--- src/design/lbpdh_pkg.sv ---
`timescale 1ns / 1ps
// Shared constants, types and a helper function of the LBP direction histogram unit.
package lbpdh_pkg;

  localparam int MAX_WIDTH  = 1024;
  localparam int MAX_HEIGHT = 1024;

  localparam int PIX_W    = 8;
  localparam int SIZE_W   = 11;
  localparam int CNT_W    = 20;
  localparam int NUM_DIR  = 8;
  localparam int MIN_SIZE = 3;
  localparam int BORDER   = 2;

  localparam int COL_W = $clog2(MAX_WIDTH);
  localparam int ROW_W = $clog2(MAX_HEIGHT);

  localparam int SPAN_A = $clog2(MAX_WIDTH + 1);
  localparam int SPAN_B = $clog2(MAX_HEIGHT + 1);
  localparam int SPAN_AB = (SPAN_A > SPAN_B) ? SPAN_A : SPAN_B;
  localparam int SPAN_W = (SPAN_AB > SIZE_W) ? SPAN_AB : SIZE_W;

  localparam int CFG_ADDR_W = 3;
  localparam int CFG_DATA_W = 32;

  localparam int OUT_DATA_W = NUM_DIR * CNT_W;

  localparam logic [SIZE_W-1:0] WIDTH_RESET  = SIZE_W'(640);
  localparam logic [SIZE_W-1:0] HEIGHT_RESET = SIZE_W'(480);

  typedef enum logic {
    REG_FRAME_WIDTH  = 1'b0,
    REG_FRAME_HEIGHT = 1'b1
  } reg_index_t;

  typedef logic [PIX_W-1:0] pix_t;
  typedef pix_t [2:0][2:0] win_t;
  typedef logic [NUM_DIR-1:0][CNT_W-1:0] counts_t;

  typedef struct packed {
    logic valid;
    logic count_en;
    logic last;
  } item_ctrl_t;

  function automatic logic [SPAN_W-1:0] clamp_size(input logic [SIZE_W-1:0] v,
                                                   input logic [SPAN_W-1:0] maxv);
    logic [SPAN_W-1:0] vx;
    vx = SPAN_W'(v);
    if (vx < SPAN_W'(MIN_SIZE)) begin
      return SPAN_W'(MIN_SIZE);
    end else if (vx > maxv) begin
      return maxv;
    end
    return vx;
  endfunction

endpackage

--- src/design/lbpdh_counter.sv ---
`timescale 1ns / 1ps
// Eight direction comparators, the direction counters and the result register.
module lbpdh_counter (
  input  logic                              clk,
  input  logic                              rst_n,
  input  lbpdh_pkg::win_t                   win,
  input  lbpdh_pkg::item_ctrl_t             ctrl,
  output logic                              out_tvalid,
  input  logic                              out_tready,
  output logic [lbpdh_pkg::OUT_DATA_W-1:0]  out_tdata
);
  import lbpdh_pkg::*;

  counts_t            cnt_r;
  counts_t            cnt_nxt;
  counts_t            out_cnt_r;
  logic               out_valid_r;
  pix_t               centre;
  pix_t [NUM_DIR-1:0] nb;
  logic [NUM_DIR-1:0] inc;

  assign centre = win[1][1];
  assign nb[0]  = win[0][0];
  assign nb[1]  = win[0][1];
  assign nb[2]  = win[0][2];
  assign nb[3]  = win[1][0];
  assign nb[4]  = win[1][2];
  assign nb[5]  = win[2][0];
  assign nb[6]  = win[2][1];
  assign nb[7]  = win[2][2];

  always_comb begin
    for (int k = 0; k < NUM_DIR; k++) begin
      inc[k]     = ctrl.valid && ctrl.count_en && (nb[k] >= centre);
      cnt_nxt[k] = cnt_r[k] + CNT_W'(inc[k]);
    end
  end

  always_ff @(posedge clk) begin
    if (!rst_n) begin
      cnt_r       <= '0;
      out_valid_r <= 1'b0;
    end else begin
      if (ctrl.valid && ctrl.last) begin
        cnt_r       <= '0;
        out_valid_r <= 1'b1;
      end else begin
        cnt_r <= cnt_nxt;
        if (out_tready) begin
          out_valid_r <= 1'b0;
        end
      end
    end
  end

  always_ff @(posedge clk) begin
    if (ctrl.valid && ctrl.last) begin
      out_cnt_r <= cnt_nxt;
    end
  end

  assign out_tvalid = out_valid_r;
  assign out_tdata  = out_cnt_r;

  a_result_slot_free: assert property (@(posedge clk) disable iff (!rst_n)
    ctrl.valid && ctrl.last |-> !(out_valid_r && !out_tready))
    else $error("frame result arrived while the previous result was still held");

  a_counts_cleared: assert property (@(posedge clk) disable iff (!rst_n)
    ctrl.valid && ctrl.last |=> cnt_r == '0)
    else $error("direction counters not cleared after a frame result");

endmodule

--- config.mk ---
export PLATFORM = sky130hd
export DESIGN_NAME = lbpdh_counter
export DESIGN_NICKNAME = d
export VERILOG_FILES = /design/src/design/lbpdh_pkg.sv /design/src/design/lbpdh_counter.sv
export SDC_FILE = /design/constraint.sdc
export NUM_CORES = 1
export LEC_CHECK = 0
export CAP_MARGIN = 25
export CORE_ASPECT_RATIO = 0.7
export CORE_MARGIN = 3
export CORE_UTILIZATION = 55
export CTS_CLUSTER_SIZE = 8
export DETAILED_ROUTE_END_ITERATION = 7
export DONT_BUFFER_PORTS = 1
export MAX_ROUTING_LAYER = met4
export PLACE_DENSITY = 0.7
export SETUP_SLACK_MARGIN = 0.05
export SYNTH_ARGS = -nofsm -noshare
export SYNTH_HDL_FRONTEND = slang
export SYNTH_SLANG_ARGS = --single-unit
--- constraint.sdc ---
create_clock -name clk -period 7.34 [get_ports clk]
set_input_delay 0.367 -clock clk [delete_from_list [all_inputs] [get_ports clk]]
set_output_delay 0.367 -clock clk [all_outputs]
set_load 0.005 [all_outputs]
==> run metrics <==
H-tree levels=2; Layout fillers=1786; initial core utilization=57.17%; Area contributors post-synth=edfxtp_1 (35%), dfxtp_1 (23%), ha_1 (7.2%), and2_1 (5.6%), xnor2_1 (5.3%); post-CTS setup buffers=0; status=completed; Fin. Hold Viols=0; synthesized flop and latch total=321; Cell Area, Placed=0.01421 mm2; Peak supply drop=0.1994 mV; Worst Path Arrival=3.56 ns; total core area=0.02417 mm2; Register Area=0.008028 mm2; Slew Limit Fails=0; WL per Instance=18.11 um; power per cell area=256.1 mW/mm2; Worst Path Required=7.62 ns; Fin Setup TNS=0 ns; clk buf depth=3; share of the synthesized area in the top cell type=34.77%; clk_skew=0.02041 ns; grt total ovfl=0; post-synthesis cell count=1155; vias=8417; Syn. warnings=0; residual DRC count=0; standard-cell rows=47; CTS sink cnt=321; Worst-path clk slew=0.05 ns; Synth area leader=edfxtp_1; final instance area=0.01554 mm2; min cycle time layout=3.280 ns; routability cong.=0.8259; Die Height=138.6 um; fin cells=1536; DIE AREA=0.02709 mm2; final setup vio count=0; IO Count=239; crit path capture type=flip-flop; worst-skew pair later-pin latency=0.54 ns; count leader, synth=dfxtp_1; initial antenna violation count=0; Die W=195.5 um; nets=1343; total power draw=3.979 mW; Hold Path Class=in2reg; DP HPWL=19.75 mm; largest net degree at the start of global routing=87; Root Driver=clkbuf_16; period utilization=44.69%; Syn Std Cell Area=0.01382 mm2; GRT Total Usage=21.09%; cts repair resizes=0; Syn Nets=1313; leakage dissipation=6.097 nW; vias in the first global route=8124; Final Util=64.29%; hold buffers post-CTS=1; Layout area overhead=12.45%; Routed WL=27.81 mm; predominant post-synthesis flop cell=dfxtp_1; diode count=0; Yosys cell types=37; WS Path Type=in2reg; Syn Area/Cell=11.96 um2; Starting DRT DRC Count=488; RSZ-0062 raised after global routing=false; crit-path max FO=8; number of I/O port buffers=0; Post-synth EDFFs=160; CTS Buf Count=46; Fmax=304.9 MHz; Max-Cap Viols=0; first-pass iteration count of the detailed router=5; layout cells sized above 1=5.255%; first-pass GRT wire length=44.74 mm; most frequent cells after synthesis=dfxtp_1 (161), edfxtp_1 (160), and2_1 (123); Setup crit start kind=input pin; routed vias/inst=5.480; Routed Antenna Nets=0; CTS tree=done; multi-input logic area=0.005570 mm2; Worst Max-Slew Pin Slew=0.9351 ns; Inst Count DP=1454; Slew HR=37.28%; ys async rst share=0%; post-synthesis sequential area ratio=58.09%
[cells in the final DEF (no fill, tap or decap), drive strengths merged]
cell	instances
a2111oi	8
a211oi	8
a21o	8
a21oi	16
a31o	1
and2	123
and3	10
and4	12
buf	5
clkbuf	78
clkinv	2
dfxtp	161
dlygate4sd3	1
edfxtp	160
ha	80
inv	38
mux2i	33
nand2	85
nand2b	43
nand3	59
nand4	42
nor2	18
nor2b	2
nor3	22
nor4	22
o211a	8
o21a	9
o21ai	15
or2	1
or3	9
or4	2
xnor2	84
xor2	53
[power breakdown]
part / leakage (nW) / internal [mW] / switching, mW
Clock: 0.625 / 1.17 / 0.725
Combinational: 2.81 / 0.0463 / 0.0805
Sequential: 2.67 / 1.93 / 0.0303
[metrics by stage]
stage          hold slack [ns]  worst slack [ns]
3_5_place_dp            0.4777             3.553
2_1_floorplan           0.4584             2.058
5_1_grt                0.04271             3.804
3_3_place_gp            0.4659             3.641
6_report               0.05758             4.060
4_1_cts                0.03209             4.112
[metal layers]
layer / track usage, % / part of all wire (%)
met3: 6.605 / 7.8
met5: - / 0
met4: 4.874 / 1.5
met1: 29.04 / 47
met2: 30.82 / 44
[sequential cells by signal (all words and copies together), names as in the netlist]
signal and cells:
out_tdata 160, cnt_r 160, out_tvalid 1
[critical path: stages]
cell,delay (ns)
inv_1,0.14
ha_1,0.33
o21a_1,0.11
o21ai_0,0.08
o211a_1,0.22
a211oi_1,0.69
ha_1,0.33
ha_1,0.20
nand3_1,0.21
nor4_1,0.51
nand2_1,0.22
xnor2_1,0.16
[final cells by class]
cell class / count / area share [%]
Tap cell: 318 / 2.561
Multi-Input combinational cell: 773 / 35.85
Timing Repair Buffer: 6 / 0.5637
Sequential cell: 321 / 51.66
Clock inverter: 3 / 0.2899
Inverter: 37 / 0.8938
Clock buffer: 78 / 8.181
[logic make-up after synthesis]
kind of cell / after synthesis / synth area share, %
fa+ha+maj: 80 / 7.244
buf+inv: 61 / 1.666
compound gates: 73 / 3.631
xor+xnor: 137 / 8.684
mux: 33 / 2.390
simple gates: 450 / 18.29
flops: 321 / 58.09
[path summary, 6_finish.rpt]
| kind | startpoint | depth (start not counted) | slack, ns | to |
|---|---|---|---|---|
| min | out_tready | 2 | 0.06 | out_tvalid |
| max | win[35] | 12 | 4.06 | out_tdata[14] |
| min reg2reg | cnt_r[79] | 2 | 0.48 | cnt_r[79] |
| max reg2reg | cnt_r[20] | 6 | 5.06 | out_tdata[36] |
Note: power is estimated with default switching activity, not from simulation.
